### src/hw/rtl/assert_macros.svh
// Assertion helpers for the RTL files; only tbtc_emit.sv includes them.
`ifndef ASSERT_MACROS_SVH
`define ASSERT_MACROS_SVH

// Condition must hold at every clock edge out of reset.
`define TBTC_ASSERT_ALWAYS(lbl, clk, rst, cond) \
   lbl: assert property (@(posedge clk) disable iff (rst) (cond)) \
      else $error("assertion failed: always condition");

// Consequent must hold in the cycle after the antecedent.
`define TBTC_ASSERT_NEXT(lbl, clk, rst, ante, cons) \
   lbl: assert property (@(posedge clk) disable iff (rst) (ante) |=> (cons)) \
      else $error("assertion failed: next-cycle implication");

`endif

### src/hw/rtl/tbtc_pkg.sv
package tbtc_pkg;

   localparam int BitsPerByte = 8;
   localparam int BitIdxW     = 11;
   localparam int CodeW       = 16;

   typedef enum logic [1:0] {
      PHASE_WINDOW = 2'd0,
      PHASE_LENGTH = 2'd1,
      PHASE_BITMAP = 2'd2
   } phase_type;

   typedef struct packed {
      logic [7:0] data_byte;
      logic       final_byte;
   } req_type;

   typedef struct packed {
      logic [CodeW-1:0] type_code;
      logic             code_valid;
      logic             parse_error;
      logic             end_of_run;
   } rsp_type;

   // Work left over from one accepted byte.
   typedef struct packed {
      logic [BitsPerByte-1:0] bits;
      logic [7:0]             window;
      logic [BitIdxW-1:0]     base;
      logic                   err;
      logic                   err_only;
   } job_type;

endpackage

### src/hw/rtl/tbtc_parse.sv
module tbtc_parse
   import tbtc_pkg::*;
(
   input  logic    clock,
   input  logic    reset,
   input  logic    accept,
   input  req_type req,
   output job_type job
);

   phase_type          phase_ff, phase_in;
   logic [7:0]         window_ff, window_in;
   logic [7:0]         left_ff, left_in;
   logic [BitIdxW-1:0] base_ff, base_in;
   logic               started_ff, started_in;

   always_comb begin
      logic [7:0] left_dec;
      logic       err;
      left_dec   = left_ff - 8'd1;
      err        = 1'b0;
      phase_in   = phase_ff;
      window_in  = window_ff;
      left_in    = left_ff;
      base_in    = base_ff;
      started_in = 1'b1;
      job.bits   = '0;
      job.window = window_ff;
      job.base   = base_ff;
      case (phase_ff)
         PHASE_LENGTH: begin
            left_in  = req.data_byte;
            base_in  = '0;
            phase_in = (req.data_byte == 8'd0) ? PHASE_WINDOW : PHASE_BITMAP;
            err      = req.final_byte && (req.data_byte != 8'd0);
         end
         PHASE_BITMAP: begin
            job.bits = req.data_byte;
            base_in  = base_ff + BitIdxW'(BitsPerByte);
            left_in  = left_dec;
            if (left_dec == 8'd0) begin
               phase_in = PHASE_WINDOW;
            end else begin
               err = req.final_byte;
            end
         end
         default: begin
            err       = req.final_byte && !started_ff;
            window_in = req.data_byte;
            phase_in  = PHASE_LENGTH;
         end
      endcase
      job.err      = err;
      job.err_only = err && (job.bits == '0);
      // End of field: back to reset state.
      if (req.final_byte) begin
         phase_in   = PHASE_WINDOW;
         window_in  = '0;
         left_in    = '0;
         base_in    = '0;
         started_in = 1'b0;
      end
   end

   always_ff @(posedge clock) begin
      if (reset) begin
         phase_ff   <= PHASE_WINDOW;
         window_ff  <= '0;
         left_ff    <= '0;
         base_ff    <= '0;
         started_ff <= 1'b0;
      end else if (accept) begin
         phase_ff   <= phase_in;
         window_ff  <= window_in;
         left_ff    <= left_in;
         base_ff    <= base_in;
         started_ff <= started_in;
      end
   end

endmodule

### src/hw/rtl/tbtc_emit.sv
`include "assert_macros.svh"

module tbtc_emit
   import tbtc_pkg::*;
(
   input  logic    clock,
   input  logic    reset,
   input  logic    load,
   input  job_type job,
   output logic    idle_next,
   output logic    rsp_valid,
   input  logic    rsp_ready,
   output rsp_type rsp_payload
);

   job_type job_ff, job_in;
   logic    out_valid_ff;
   rsp_type out_ff, out_in;
   logic    active, can_emit, finishing, last_bit;
   logic    err_end_only, mid_run;
   logic [$clog2(BitsPerByte)-1:0] pos;
   logic [BitsPerByte-1:0]         rest;
   logic [BitIdxW-1:0]             idx;

   assign active   = (job_ff.bits != '0) || job_ff.err_only;
   assign can_emit = !out_valid_ff || rsp_ready;

   // Pick the most significant set bit; bit 7 is offset 0.
   always_comb begin
      pos  = '0;
      rest = job_ff.bits;
      for (int i = 0; i < BitsPerByte; i++) begin
         if (job_ff.bits[i]) begin
            pos = ($clog2(BitsPerByte))'(BitsPerByte - 1 - i);
         end
      end
      rest[($clog2(BitsPerByte))'(BitsPerByte - 1) - pos] = 1'b0;
   end

   assign last_bit  = (rest == '0);
   assign finishing = can_emit && (job_ff.err_only || last_bit);
   assign idle_next = !active || finishing;
   assign idx       = job_ff.base + BitIdxW'(pos);

   always_comb begin
      job_in = job_ff;
      out_in = out_ff;
      if (can_emit && active) begin
         if (job_ff.err_only) begin
            out_in.type_code   = '0;
            out_in.code_valid  = 1'b0;
            out_in.parse_error = 1'b1;
            out_in.end_of_run  = 1'b1;
            job_in.err_only    = 1'b0;
         end else begin
            out_in.type_code   = {job_ff.window, 8'd0} | CodeW'(idx);
            out_in.code_valid  = 1'b1;
            out_in.parse_error = job_ff.err && last_bit;
            out_in.end_of_run  = last_bit;
            job_in.bits        = rest;
         end
      end
      if (load) begin
         job_in = job;
      end
   end

   always_ff @(posedge clock) begin
      if (reset) begin
         job_ff       <= '0;
         out_valid_ff <= 1'b0;
      end else begin
         job_ff <= job_in;
         if (can_emit) begin
            out_valid_ff <= active;
         end
      end
   end

   always_ff @(posedge clock) begin
      out_ff <= out_in;
   end

   assign rsp_valid   = out_valid_ff;
   assign rsp_payload = out_ff;

   assign err_end_only = out_ff.parse_error && out_ff.end_of_run && (out_ff.type_code == '0);
   assign mid_run      = can_emit && active && !job_ff.err_only && !last_bit;

   `TBTC_ASSERT_ALWAYS(a_err_only_no_bits, clock, reset, !job_ff.err_only || job_ff.bits == '0)
   `TBTC_ASSERT_ALWAYS(a_no_code_means_error_end, clock, reset, !out_valid_ff || out_ff.code_valid || err_end_only)
   `TBTC_ASSERT_NEXT(a_mid_run_keeps_job, clock, reset, mid_run, active)
   `TBTC_ASSERT_ALWAYS(a_no_load_while_busy, clock, reset, !load || idle_next)

endmodule

### src/hw/rtl/type_bitmap_to_type_codes.sv
// Channel | Ports                                  | Payload
// request | req_valid, req_ready, req_payload      | req_type: data_byte, final_byte
// result  | rsp_valid, rsp_ready, rsp_payload      | rsp_type: type_code, code_valid,
//         |                                        |   parse_error, end_of_run
// A byte is parsed in the cycle it is accepted and held in the emitter's job
// register; its results leave from the output register, one per cycle unless stalled.
// The single code emitter sends one code per set bitmap bit; an error with no bit
// sends one error result. Bytes giving no result do not hold the emitter.
// Reset is synchronous, active high, and returns the parser to expect a window byte.
// A stalled result holds the output register; the next byte waits only while
// the emitter still has codes of the previous byte to send.
module type_bitmap_to_type_codes
   import tbtc_pkg::*;
(
   input  logic    clock,
   input  logic    reset,
   input  logic    req_valid,
   output logic    req_ready,
   input  req_type req_payload,
   output logic    rsp_valid,
   input  logic    rsp_ready,
   output rsp_type rsp_payload
);

   logic    accept;
   logic    idle_next;
   job_type job;

   assign req_ready = idle_next;
   assign accept    = req_valid && req_ready;

   tbtc_parse u_parse (
      .clock  (clock),
      .reset  (reset),
      .accept (accept),
      .req    (req_payload),
      .job    (job)
   );

   tbtc_emit u_emit (
      .clock       (clock),
      .reset       (reset),
      .load        (accept),
      .job         (job),
      .idle_next   (idle_next),
      .rsp_valid   (rsp_valid),
      .rsp_ready   (rsp_ready),
      .rsp_payload (rsp_payload)
   );

endmodule

### config.mk
export PLATFORM = sky130hd
export DESIGN_NAME = type_bitmap_to_type_codes
export DESIGN_NICKNAME = d
export VERILOG_FILES = /design/src/hw/rtl/tbtc_pkg.sv /design/src/hw/rtl/tbtc_parse.sv /design/src/hw/rtl/tbtc_emit.sv /design/src/hw/rtl/type_bitmap_to_type_codes.sv
export VERILOG_INCLUDE_DIRS = /design/src /design/src/hw/rtl
export SDC_FILE = /design/constraint.sdc
export NUM_CORES = 1
export LEC_CHECK = 0
export BUFFER_PORTS_ARGS = -buffer_cell sky130_fd_sc_hd__buf_4
export CORE_MARGIN = 2
export CORE_UTILIZATION = 25
export DETAILED_ROUTE_END_ITERATION = 16
export GPL_TIMING_DRIVEN = 0
export PLACE_DENSITY = 0.5
export RECOVER_POWER = 100
export SETUP_SLACK_MARGIN = 0.5
export SLEW_MARGIN = 25
export SYNTH_ARGS = -nofsm -noshare
export SYNTH_HDL_FRONTEND = slang
export SYNTH_SLANG_ARGS = --single-unit
### constraint.sdc
create_clock -name clock -period 5.4 [get_ports clock]
set_input_delay 0.27 -clock clock [delete_from_list [all_inputs] [get_ports clock]]
set_output_delay 0.27 -clock clock [all_outputs]
set_load 0.03 [all_outputs]
* Word level (Yosys, flattened, before mapping) *
Index checks and enable logic that the tools add are counted.

word-level totals
  bits in registers = 79
  bits in latches = 0
  RAM bits = 0
  ROM bits = 0
  input port bits = 13
  output and inout port bits = 21
  memories kept = 0

operators by class
  add/sub/neg operators = 4
  multiply operators = 0
  div/mod/pow operators = 0
  magnitude comparators = 2
  eq/ne operators = 5
  shift-type cells = 0
  multiplexer cells = 29
  bitwise operators = 3
  reduce and logical (&&, ||, !) cells = 28

operators by type and width
  operator                 count
  $mux W8                  6
  $logic_not A8 Y1         4
  $mux W29                 1
  $mux W3                  9
  $pmux W11 S2             1
  $or A16 B11 Y16          1
  $pmux W8 S2              1
  $reduce_bool A8 Y1       2
  $add A11 B3 Y11          1
  $add A11 B4 Y11 const B  1
  $mux W11                 1
  $and A8 B8 Y8            1
  $logic_and A1 B1 Y1      8
  $not A8 Y8               1
  $reduce_and A2 Y1        4
  $sub A8 B1 Y8 const B    1
  $mux W2                  3
  $logic_or A1 B1 Y1       4
  $lt A3 B4 Y1 const B     1
  $mux W1                  4
  $pmux W2 S2              1
  $demux W1 S3             1
  $ge A3 B1 Y1 const B     1
  $logic_not A1 Y1         3
  10 further kinds         10

* Logic depth before layout (Yosys ltp) *
Gate-level depths: netlist (run 1).

  depth after elaboration = 22
  mapped depth = 10
  gate-level depth less buffers = 10

* By module *
From an unflattened synthesis (run 1), not the netlist that was laid out.

unflattened totals
  cells, all modules = 414
  area total of the unflattened synthesis = 3861.2 µm²

by module, submodules not included
  module                     times used  cells an instance  area each (µm²)
  tbtc_emit                  1           219                2283.4
  tbtc_parse                 1           194                1571.5
  type_bitmap_to_type_codes  1           1                  6.3

* Worst setup path before layout (run 1) *
Ideal clock, no wire load.

  path kind = reg2reg
  from = register u_emit.job_ff[23] (netlist bit)
  to = register u_parse.base_ff[8]
  arrival time = 2.272 ns
  slack = 3.058 ns
  stages on the path, launching flop included = 9
  period minus slack after synthesis = 2.342 ns
  cells stage by stage = dfxtp_1 buf_6 or4_4 buf_6 o41ai_4 a31o_2 nand3_4 or4_1 a21oi_1

between the ends
  word-level cells in the longest chain between the ends = 19
  elaborated cells between the ends (all ways) = 23
  those cells by class = add/sub: 1; order compare: 2; mux: 8; bitwise: 2; reduce/logical: 10

ends and longest elaborated chain
  item                                                                line                             text
  from (decl)                                                         tbtc_emit.sv:16                  job_type job_ff, job_in;
  from (signal assigned)                                              tbtc_emit.sv:73                  job_ff <= job_in;
  $mux W3 (6 in a row)                                                tbtc_emit.sv:33                  if (job_ff.bits[i]) begin
  $sub A3 B3 Y3                                                       tbtc_emit.sv:37                  rest[($clog2(BitsPerByte))'(BitsPerByte - 1) - pos] = 1'b0;
  $lt A3 B4 Y1 (not written as such) or $ge A3 B1 Y1 (tied branches)  tbtc_emit.sv:37
  $logic_and A1 B1 Y1 (not written as such)                           tbtc_emit.sv:37
  $mux W1 (not written as such)                                       tbtc_emit.sv:37
  $demux W1 S3                                                        --
  $not A8 Y8 (no line)                                                --
  $and A8 B8 Y8 (no line)                                             --
  $logic_not A8 Y1                                                    tbtc_emit.sv:40                  assign last_bit = (rest == '0);
  $logic_or A1 B1 Y1                                                  tbtc_emit.sv:41                  assign finishing = can_emit && (job_ff.err_only || last_bit);
  $logic_and A1 B1 Y1                                                 tbtc_emit.sv:41
  $logic_or A1 B1 Y1 (*)                                              tbtc_emit.sv:42                  assign idle_next = !active || finishing;
  $logic_and A1 B1 Y1 (*)                                             type_bitmap_to_type_codes.sv:30  assign accept = req_valid && req_ready;
  $reduce_and A2 Y1 (no line) (*)                                     --
  to (signal assigned)                                                tbtc_parse.sv:76                 base_ff <= base_in;
  to (decl)                                                           tbtc_parse.sv:14                 logic [BitIdxW-1:0] base_ff, base_in;

Every way passes the cells marked *; elsewhere a longest branch is shown, timed or not.
A chain may end at the register's enable or synchronous reset.

* Final worst setup path (run 1) *
  from = register u_emit.job_ff[23] (netlist bit)
  to = register u_emit.job_ff[12] (netlist bit)

between the ends
  word-level cells in the longest chain between the ends = 18
  elaborated cells between the ends (all ways) = 22
  those cells by class = add/sub: 1; order compare: 2; mux: 8; bitwise: 2; reduce/logical: 9

ends and longest elaborated chain
  item                                                                line
  $mux W3 (6 in a row)                                                tbtc_emit.sv:33
  $sub A3 B3 Y3                                                       tbtc_emit.sv:37
  $lt A3 B4 Y1 (not written as such) or $ge A3 B1 Y1 (tied branches)  tbtc_emit.sv:37
  $logic_and A1 B1 Y1 (not written as such)                           tbtc_emit.sv:37
  $mux W1 (not written as such)                                       tbtc_emit.sv:37
  $demux W1 S3                                                        --
  $not A8 Y8 (no line)                                                --
  $and A8 B8 Y8 (no line)                                             --
  $logic_not A8 Y1                                                    tbtc_emit.sv:40
  $logic_or A1 B1 Y1                                                  tbtc_emit.sv:41
  $logic_and A1 B1 Y1                                                 tbtc_emit.sv:41
  $logic_or A1 B1 Y1 (*)                                              tbtc_emit.sv:42
  $logic_and A1 B1 Y1 (*)                                             type_bitmap_to_type_codes.sv:30

Marked as above.

==> results of run 1 <==
==> kinds of logic (layout without fill, tap and decap cells) <==
group                      Yosys count  count (layout)  synth area share [%]
and+or+nand+nor                    179             179                 24.81
AOI/OAI and AO/OA                  107             107                 20.05
DFF                                 73              73                 45.55
buffers and inverters               41              90                 5.003
xor gates and xnor gates            10              10                 2.415
adders and majority gates            6               6                 2.070
other                                1               1                0.1034
==> stage by stage <==
stage	util, %	cells
global placement	28.51	633
finish	29.43	650
floorplan	-	417
CTS	30.50	650
detailed placement	28.61	634
global route	29.43	650
==> worst max-delay path, cell delays in order, from the launching register on <==
cell and delay [ps]:
dfxtp_1 300, buf_6 130, or4_1 490, clkbuf_1 240, nor3_1 380, and3b_1 260
nor3_1 430, clkbuf_1 460, clkbuf_1 470, nand2_1 120, a21oi_1 140
==> flip-flops by register name (all words and copies together) (netlist names) <==
register and cells:
u_parse.window_ff 8, u_emit.rsp_payload 19, u_parse.left_ff 8, u_emit.job_ff 26, u_emit.rsp_valid 1, u_parse.started_ff 1
u_parse.base_ff 8, u_parse.phase_ff 2
==> cell type report <==
type,count,area [um^2]
plain buffers,29,117.6
repair buffers,33,165.2
multi-input cells,303,1747
fillers,1532,10140
well taps,184,230.2
clock inverters,6,43.79
clock buffers,10,229.0
inverters,12,45.04
flip-flops and latches,73,1652
==> metal layers <==
metal  up-vias  GRT usage (%)  share of wire [%]
met1      1534          16.96                 46
met2        78          21.18                 48
li1       1588              -                  -
met5         -              0                  0
met4         0          6.015                1.7
met3        12          2.363                5.1
==> synthesized netlist by cell type, drive strengths merged, types with 4 or more instances <==
| library cell | number | share of area [%] |
|---|---|---|
| nand2 | 64 | 6.6 |
| dfxtp | 54 | 30 |
| a21oi | 42 | 5.8 |
| nor2 | 39 | 4.0 |
| clkbuf | 20 | 2.1 |
| edfxtp | 19 | 16 |
| nor3 | 15 | 2.3 |
| inv | 12 | 1.2 |
| nand3 | 11 | 1.9 |
| nor2b | 11 | 1.9 |
| a211oi | 9 | 1.9 |
| buf | 9 | 1.7 |
| o21ai | 9 | 1.2 |
| a22oi | 8 | 1.7 |
| nor4 | 7 | 1.6 |
| o31ai | 7 | 1.6 |
| ha | 6 | 2.1 |
| nand2b | 6 | 1.0 |
| a22o | 5 | 1.2 |
| or4 | 5 | 1.1 |
| xnor2 | 5 | 1.2 |
| xor2 | 5 | 1.2 |
| a31oi | 4 | 0.69 |
==> where the power goes <==
group | total [uW] | leakage [uW] | internal [uW] | switching (uW)
Sequential | 580 | 0.000610 | 573 | 6.90
Combinational | 101 | 0.000751 | 30.2 | 70.5
Clock | 553 | 0.000121 | 312 | 241
==> worst paths after layout <==
check | startpoint | to | cells past startpoint
max | u_emit.job_ff[23]$_SDFFE_PP0P_ | u_emit.job_ff[12]$_SDFFE_PP0N_ | 10
min | req_payload[1] | u_emit.job_ff[21]$_SDFFE_PP0P_ | 2
min reg2reg | u_emit.job_ff[20]$_SDFFE_PP0N_ | u_emit.job_ff[20]$_SDFFE_PP0N_ | 2
max reg2reg | u_emit.job_ff[23]$_SDFFE_PP0P_ | u_emit.job_ff[12]$_SDFFE_PP0N_ | 10
==> run metrics, run 1 <==
GRT Resource Usage Total 13.09%; setup bufs post-CTS 0; DRT Wirelength 10040 um; min setup slack post-route 1910 ps; crit path time final 3490 ps; commonest non-fill, non-tap cell in the layout nand2_1; ys async rst share 0%; DP HPWL 7276 um; Achievable Freq 286.6 MHz; Worst-Margin Slew 1277 ps; CTS sink count 73; post-synth net total 436; RD Place Congestion 0.8288; Setup TNS Final 0 ps; placed instance area 4110 um^2; # IOs 34; PortBufs 32; Reg2Reg Setup Slack 1910 ps; vias in the first global route 3033; worst hold slack 228.2 ps; clock root buffer clkbuf_16; layout cells sized above 1 6.867%; post-route cell area 4229 um^2; Hold Fails Final Rpt 0; RSZ-0062 raised after global routing no; Primary FF master, synth dfxtp_1; Final ANT Viol Nets 0; Avg WL per Cell 15.44 um; status complete, no violations; drt via density 4.942; worst skew pair latency 330 ps; Die Ht 124.4 um; mapped cell area 3626 um^2; commonest cells after routing, fill and taps aside nand2_1, dfxtp_1, clkbuf_1; CP startpoint kind register; Static Leak 0.001482 uW; hold_buf cts 0; first drt pass iteration count 5; CP Data Required Time 5660 ps; Slew headroom 14.05%; Total Power 1233 uW; Peak VDD IR 0.0001477 V; CTS clock-pin slew for the worst setup and hold paths 60 ps; initial antenna violation count 0; Layout area overhead 16.63%; syn_area_per_cell 8.695 um^2; max-slew violations 0; register area share after synthesis 45.55%; Vias 3212; total grt overflow 0; Arr. time, crit path 3750 ps; dpl ws 2612 ps; full die area 15480 um^2; Final Skew 4.273 ps; # diodes 0; flops & latches, synth 73; Initial Utilization 25.24%; Num CTS Buffers 9; synthesis warning total 0; largest net degree at the start of global routing 17; Post-CTS Resized 0; CTS tree yes; critical path capture point type register; crit-path max FO 10; total power divided by cell area 291.5 nW/um^2; hold crit path type in -> reg; Post-synth EDFFs 19; Finish-stage setup viols 0; H-tree Lvls 3; count of cell types in the netlist 60; Synth Instances 417; Max Cap Viol 0; cell row count 44; die width 124.4 um; Core ar. 14370 um^2; Nets 480; Tcrit/Tclk final 64.62%; Residual DRC 0; Setup CP Type reg -> reg; Iteration-0 DRC Markers 209; first-pass GRT wire length 16050 um; clk buf depth 2
Power figures use the tool's default switching activity.
==> inputs of run 2 (changes only) <==
--- a/config.mk
+++ b/config.mk
@@ -6,12 +6,13 @@
 export SDC_FILE = /design/constraint.sdc
 export NUM_CORES = 1
 export LEC_CHECK = 0
+export ABC_AREA = 1
 export BUFFER_PORTS_ARGS = -buffer_cell sky130_fd_sc_hd__buf_4
 export CORE_MARGIN = 2
 export CORE_UTILIZATION = 25
 export DETAILED_ROUTE_END_ITERATION = 16
 export GPL_TIMING_DRIVEN = 0
-export PLACE_DENSITY = 0.5
+export PLACE_DENSITY = 0.51
 export RECOVER_POWER = 100
 export SETUP_SLACK_MARGIN = 0.5
 export SLEW_MARGIN = 25
==> constraint.sdc (replaced) <==
create_clock -name clock -period 2.9 [get_ports clock]
set_input_delay 0.145 -clock clock [delete_from_list [all_inputs] [get_ports clock]]
set_output_delay 0.145 -clock clock [all_outputs]
set_load 0.03 [all_outputs]
==> run 2 against run 1 <==
Compared with the run above:
- sequential power grew to 3.0 times the previous value
- combinational power grew to 29 times the previous value
- non-clock buffer count grew 1
- register-to-register slack lost 1400 ps
- clock skew grew 7.0 ps
- critical path depth grew 2
- die area grew 6.4%
- critical endpoint is now req_ready
- largest power group is now combinational cells
- highest routed layer unchanged
==> run metrics, run 2 <==
full die area 16470 um^2 (+6.4%); top sig layer met4; Layout area overhead 20.59%; worst skew pair latency 340 ps (about the same); Avg WL per Cell 12.30 um (-20%); max reg flops 26 (unchanged); Post-synth EDFFs 19 (unchanged); Synth area leader dfxtp_1; Reg2Reg Setup Slack 490 ps (-1420 ps); die width 128.3 um (+3.1%); Achievable Freq 405.9 MHz; WL met1 4801 um (+4.9%); Nets 607 (+26%); total power divided by cell area 1252 nW/um^2 (+330%); cell row count 45 (+2.3%); commonest non-fill, non-tap cell in the layout nand2_1; flops & latches, synth 73 (unchanged); status complete, no violations; Die Ht 128.3 um (+3.1%); clock root buffer clkbuf_16; initial antenna violation count 0 (unchanged); drt via density 4.337 (-12%); slowest stage delay, CP 340 ps (-150 ps); slowest CP cell dfxtp_1; Initial Utilization 25.52% (+0.28 points); Vias 3383 (+5.3%); Clk pwr share 20.4% (-24 points); Pint 3267 uW (+260%); total grt overflow 0 (unchanged); RR Endpoint u_emit.job_ff[20]$_SDFFE_PP0N_; # diodes 0 (unchanged); RSZ-0062 raised after global routing yes; Reg power frac 29.9% (-17 points); commonest cells after routing, fill and taps aside nand2_1, nor2_1, inv_1; worst-path cell chain nor2_1, nand2_1, nor2_1, nand3_1, nand2_1, nand3_1, o21bai_4, nand2_4, nand2_8, buf_8, buf_8, buf_6; # IOs 34 (unchanged); H-tree Lvls 3 (unchanged); R2R depth 14 (+4); vias in the first global route 3111 (+2.6%); Primary FF master, synth dfxtp_1; top cell type's share of synthesized area 27.97% (-1.8 points); Final ANT Viol Nets 0 (unchanged); largest net degree at the start of global routing 14 (-3); PortBufs 33 (+3.1%); crit-path leading delay family simple AND/OR/NAND/NOR gates; CP Data Required Time 2760 ps (-2900 ps); CTS clock-pin slew for the worst setup and hold paths 60 ps (about the same); critical path capture point type primary output; top post-synthesis cells by area dfxtp_1, edfxtp_1, nand2_1, nor2_1, inv_1; Worst-Margin Slew 770.0 ps (-507.5 ps); Hold Fails Final Rpt 0 (unchanged); Stages on worst setup path 12 (+2); switching pwr 2569 uW (+710%); most frequent cell after synthesis nand2_1; Static Leak 0.002087 uW (+41%); max-slew violations 0 (unchanged); Finish-stage setup viols 0 (unchanged); register area share after synthesis 42.73% (-2.8 points); Arr. time, crit path 2320 ps (-1430 ps); Num CTS Buffers 9 (unchanged); Tcrit/Tclk final 84.95%; Top reg by flops u_emit.job_ff; worst hold path depth 3 (+1); CP startpoint kind register; RD Place Congestion 0.8573 (+3.4%); Post-synth top cells nand2_1, nor2_1, inv_1; syn_area_per_cell 7.224 um^2 (-17%); first-pass GRT wire length 15350 um (-4.3%); combinational power share 49.7% (+42 points); Iteration-0 DRC Markers 240 (+15%); Setup crit end req_ready; Residual DRC 0 (unchanged); Sw Ratio 44.02% (+18 points); DR WL met2 4165 um (-13%); Synth Instances 535 (+28%); layout cells sized above 1 10.47% (+3.6 points); CTS sink count 73 (unchanged); worst hold slack 92.93 ps (-135.3 ps); clk buf depth 2 (unchanged); synthesis warning total 0 (unchanged); Setup TNS Final 0 ps (unchanged); Core ar. 15150 um^2 (+5.4%); Final Skew 11.30 ps (+7.029 ps); count of cell types in the netlist 38 (-37%); GRT Resource Usage Total 12.00% (-1.1 points); Setup CP Type reg -> out; FF-to-FF Start u_emit.job_ff[28]$_SDFFE_PP0P_; Peak VDD IR 0.0003258 V (+120%); filler instances 1653 (+7.9%); post-synth net total 554 (+27%); hold_buf cts 0 (unchanged); Max Cap Viol 0 (unchanged); CTS tree yes; first drt pass iteration count 4 (-1); metal3 WL 467 um (-9.1%); WP buf/inv 3 (-1); Setup crit start u_emit.job_ff[28]$_SDFFE_PP0P_; mapped cell area 3865 um^2 (+6.6%); hold crit path type in -> reg; DRT Wirelength 9596 um (-4.4%); Slew headroom 48.48% (+34 points); DP HPWL 7108 um (-2.3%); ys async rst share 0% (unchanged); crit-path max FO 10 (unchanged); crit path time final 2463 ps
## run 2: cell count changes after synthesis, moves of 14 or more
cell,before,now
nand4_1,2,24
nand3_1,10,24
nor2_1,39,89
inv_1,12,80
nand2_1,64,111
o21ai_1,1,18
## run 2: cells by family (layout without fill, tap and decap cells)
| group | count (synthesis) | after routing | share of synthesized area [%] |
|---|---|---|---|
| AOI/OAI and AO/OA | 63 | 63 | 9.065 |
| xor gates and xnor gates | 10 | 10 | 2.266 |
| adders and majority gates | 6 | 6 | 1.942 |
| buffers and inverters | 107 | 163 | 12.07 |
| DFF | 73 | 73 | 42.73 |
| other | 1 | 1 | 0.09703 |
| and+or+nand+nor | 275 | 276 | 31.82 |
## run 2: how the worst min path moves through the flow
stage | startpoint | endpoint | slack (ps)
2_1_floorplan | req_payload[1] | u_parse.window_ff[0]$_SDFFE_PP0P_ | 280
6_report | req_payload[3] | u_parse.window_ff[2]$_SDFFE_PP0P_ | 90
3_5_place_dp | req_payload[5] | u_parse.window_ff[4]$_SDFFE_PP0P_ | 440
5_1_grt | req_payload[3] | u_parse.window_ff[2]$_SDFFE_PP0P_ | 110
4_1_cts | req_payload[5] | u_parse.window_ff[4]$_SDFFE_PP0P_ | 80
3_3_place_gp | req_payload[2] | u_parse.window_ff[1]$_SDFFE_PP0P_ | 430
## run 2: power groups by stage
stage | combinational, uW | clock [uW] | sequential [uW]
finish | 2900 | 1190 | 1740
detailed placement | 2890 | 0 | 1770
floorplan | 1920 | 0 | 2000
global placement | 2870 | 0 | 1760
global route | 3250 | 1270 | 1800
CTS | 2930 | 1220 | 1750
## run 2: worst min-delay path, cell delays in order
cell and delay (ps):
buf_4 110, a21oi_1 70, nor2_1 70
## run 2: area by class of cell
| type | instances | area (um^2) | area share, % |
|---|---|---|---|
| tap | 188 | 235.2 | 5.047 |
| buffer | 22 | 133.9 | 2.872 |
| multi-input combinational | 356 | 1768 | 37.93 |
| clock buffer | 9 | 225.2 | 4.832 |
| inverter | 85 | 324.1 | 6.953 |
| timing repair buffer | 41 | 229.0 | 4.913 |
| sequential | 73 | 1654 | 35.49 |
| clock inverter | 6 | 91.34 | 1.960 |
## run 2: repair_timing
action,CTS,global route
endpoints found under the setup margin,9,9
resized for setup,3,9
cloned,1,0
pin swaps,2,5
buffers inserted,0,8
## run 2: per-stage QoR
step                setup WS, ps  power (uW)  std cells  utilization [%]  instance area (um^2)
floorplan                  758.1        3915        535                -                  3867
detailed placement         175.4        4657        756            28.72                  4350
global placement           262.1        4631        756            28.72                  4350
global route               285.2        6314        780            30.77                  4661
finish                     436.5        5835        780            30.77                  4661
CTS                        504.5        5907        772            30.94                  4686
## run 2: routing by layer
metal | global-route usage [%] | up-vias
li1 | - | 1816
met1 | 16.34 | 1487
met2 | 18.21 | 68
met3 | 3.119 | 12
met4 | 4.719 | 0
met5 | 0 | -
==> inputs of run 3 (changes only) <==
==> constraint.sdc (replaced) <==
create_clock -name clock -period 2 [get_ports clock]
set_input_delay 0.1 -clock clock [delete_from_list [all_inputs] [get_ports clock]]
set_output_delay 0.1 -clock clock [all_outputs]
set_load 0.03 [all_outputs]
==> run 3 against run 2 <==
Compared with the run above:
- die area unchanged
- global-route usage up 0.84 points
- critical path depth up 1
- clock power up 33%
- critical path type unchanged
- sequential share of layout area down 2.2 points
- via count up 3.4%
- the run now ends with negative setup slack left
==> run metrics, run 3 (same netlist as run 2, synthesis figures left out) <==
total grt overflow 0 (unchanged); status finished, violations left; die width 128.3 um (unchanged); Achievable Freq 459.7 MHz; Finish-stage setup viols 54 (+54); clock root buffer clkbuf_16; filler instances 1630 (-1.4%); post-route cell area 4985 um^2 (+7.0%); DRT Wirelength 10250 um (+6.8%); critical path capture point type primary output; dpl ws -177.6 ps (-353.1 ps); CP Data Required Time 1900 ps (-860 ps); Core ar. 15150 um^2 (unchanged); crit path time final 2175 ps; commonest non-fill, non-tap cell in the layout nand2_1; Die Ht 128.3 um (unchanged); Peak VDD IR 0.0005457 V (+68%); cell row count 45 (unchanged); slowest stage delay, CP 340 ps (about the same); RSZ-0062 raised after global routing yes; PortBufs 33 (unchanged); worst skew pair latency 340 ps (about the same); first drt pass iteration count 4 (unchanged); Hold Fails Final Rpt 0 (unchanged); RD Place Congestion 0.8704 (+1.5%); total power divided by cell area 1837 nW/um^2 (+47%); drt via density 4.411 (+1.7%); CTS tree yes; Num CTS Buffers 9 (unchanged); Static Leak 0.002209 uW (+5.8%); first-pass GRT wire length 16540 um (+7.7%); slowest CP cell dfxtp_2; Layout area overhead 28.97%; GRT Resource Usage Total 12.84% (+0.84 points); clk buf depth 2 (unchanged); Vias 3498 (+3.4%); Setup TNS Final -4065 ps (-4065 ps); Slew headroom 56.44% (+8.0 points); # diodes 0 (unchanged); failing checks negative setup slack; Nets 619 (+2.0%); Arr. time, crit path 2080 ps (-240 ps); worst hold slack 35.99 ps (-56.95 ps); Max Cap Viol 0 (unchanged); CP startpoint kind register; Final Skew 5.214 ps (-6.088 ps); Post-Route Utilization 32.91% (+2.1 points); Top reg by flops u_emit.job_ff; max reg flops 26 (unchanged); CTS sink count 73 (unchanged); hold crit path type in -> reg; largest net degree at the start of global routing 13 (-1); worst-path cell chain nor2_4, buf_4, nand2_2, nor2_4, nand3_1, nand2_2, nand3_4, o21bai_4, nand2_4, nand2_8, buf_8, buf_8, buf_6; placed instance area 4402 um^2 (+1.2%); # IOs 34 (unchanged); DP HPWL 7243 um (+1.9%); hold_buf cts 0 (unchanged); initial antenna violation count 0 (unchanged); WP buf/inv 4 (+1); Setup CP Type reg -> out; crit-path max FO 3 (-7); H-tree Lvls 3 (unchanged); Initial Utilization 25.52% (unchanged); Worst-Margin Slew 653.4 ps (-116.6 ps); commonest cells after routing, fill and taps aside nand2_1, nor2_1, inv_1; Avg WL per Cell 12.93 um (+5.1%); Residual DRC 0 (unchanged); Final ANT Viol Nets 0 (unchanged); vias in the first global route 3359 (+8.0%); crit-path leading delay family simple AND/OR/NAND/NOR gates; CTS clock-pin slew for the worst setup and hold paths 60 ps (about the same); Tcrit/Tclk final 108.8%; Iteration-0 DRC Markers 171 (-29%); layout cells sized above 1 19.83% (+9.4 points); min setup slack post-route -175.4 ps (-612.0 ps); max-slew violations 0 (unchanged); full die area 16470 um^2 (unchanged)
## run 3: cell count changes in the layout (fill, tap and decap cells not counted), sizes merged
cell / delta
buf: +15
clkbuf: -2
bufbuf: +1
bufinv: -1
clkinvlp: +1
inv: -1
## run 3: routing by layer
layer / wire (um) / track usage (%)
met5: 0 / 0
met4: 187 / 3.943
met3: 485 / 3.451
met2: 4725 / 20.87
met1: 4855 / 16.71
## run 3: worst reg2reg max path, stage by stage (launching register included)
cell and delay, ps:
dfxtp_2 340, nor2_4 160, buf_4 140, nand2_2 70, nor2_4 110, nand3_1 90, nand2_2 100, nand3_4 80
o21bai_4 150, nand2_4 80, nand2_8 90, buf_6 120, nand2_8 80, bufbuf_16 280, o21ai_1 110, nor2_1 50
## run 3: final cells by class
class	instances	area [um^2]	share of cell area (%)
multi-input combinational	356	1936	38.83
sequential	73	1662	33.33
timing repair buffer	53	379.1	7.605
inverter	85	324.1	6.501
tap	188	235.2	4.719
clock buffer	11	232.7	4.669
buffer	22	160.2	3.213
clock inverter	5	56.30	1.130
## run 3: stage by stage
stage | total power [uW] | instances
after floorplan | 5780 | 535
after global placement | 6818 | 756
after detailed placement | 6856 | 756
after CTS | 9153 | 786
after global routing | 9896 | 793
final | 9158 | 793
## run 3: what timing repair did
| action | in CTS | in global routing |
|---|---|---|
| pin swaps | 13 | 14 |
| buffers inserted | 9 | 7 |
| gates resized for setup | 31 | 19 |
| hold endpoints to repair | 0 | 0 |
| gates cloned | 5 | 0 |
| endpoints found under the setup margin | 75 | 75 |
## run 3: report_power, final
part	total [uW]	switching, uW	internal (uW)
clock	1580	621	963
combinational	5020	3070	1950
sequential	2560	321	2240
total	9160	4010	5140
## run 3: final timing paths
check | start | end | slack (ps) | depth (start not counted)
max | u_emit.job_ff[27]$_SDFFE_PP0P_ | req_ready | -180 | 13
min | req_payload[6] | u_parse.window_ff[5]$_SDFFE_PP0P_ | 40 | 3
max reg2reg | u_emit.job_ff[27]$_SDFFE_PP0P_ | u_emit.job_ff[14]$_SDFFE_PP0N_ | -160 | 15
min reg2reg | u_emit.job_ff[15]$_SDFFE_PP0N_ | u_emit.job_ff[15]$_SDFFE_PP0N_ | 480 | 2
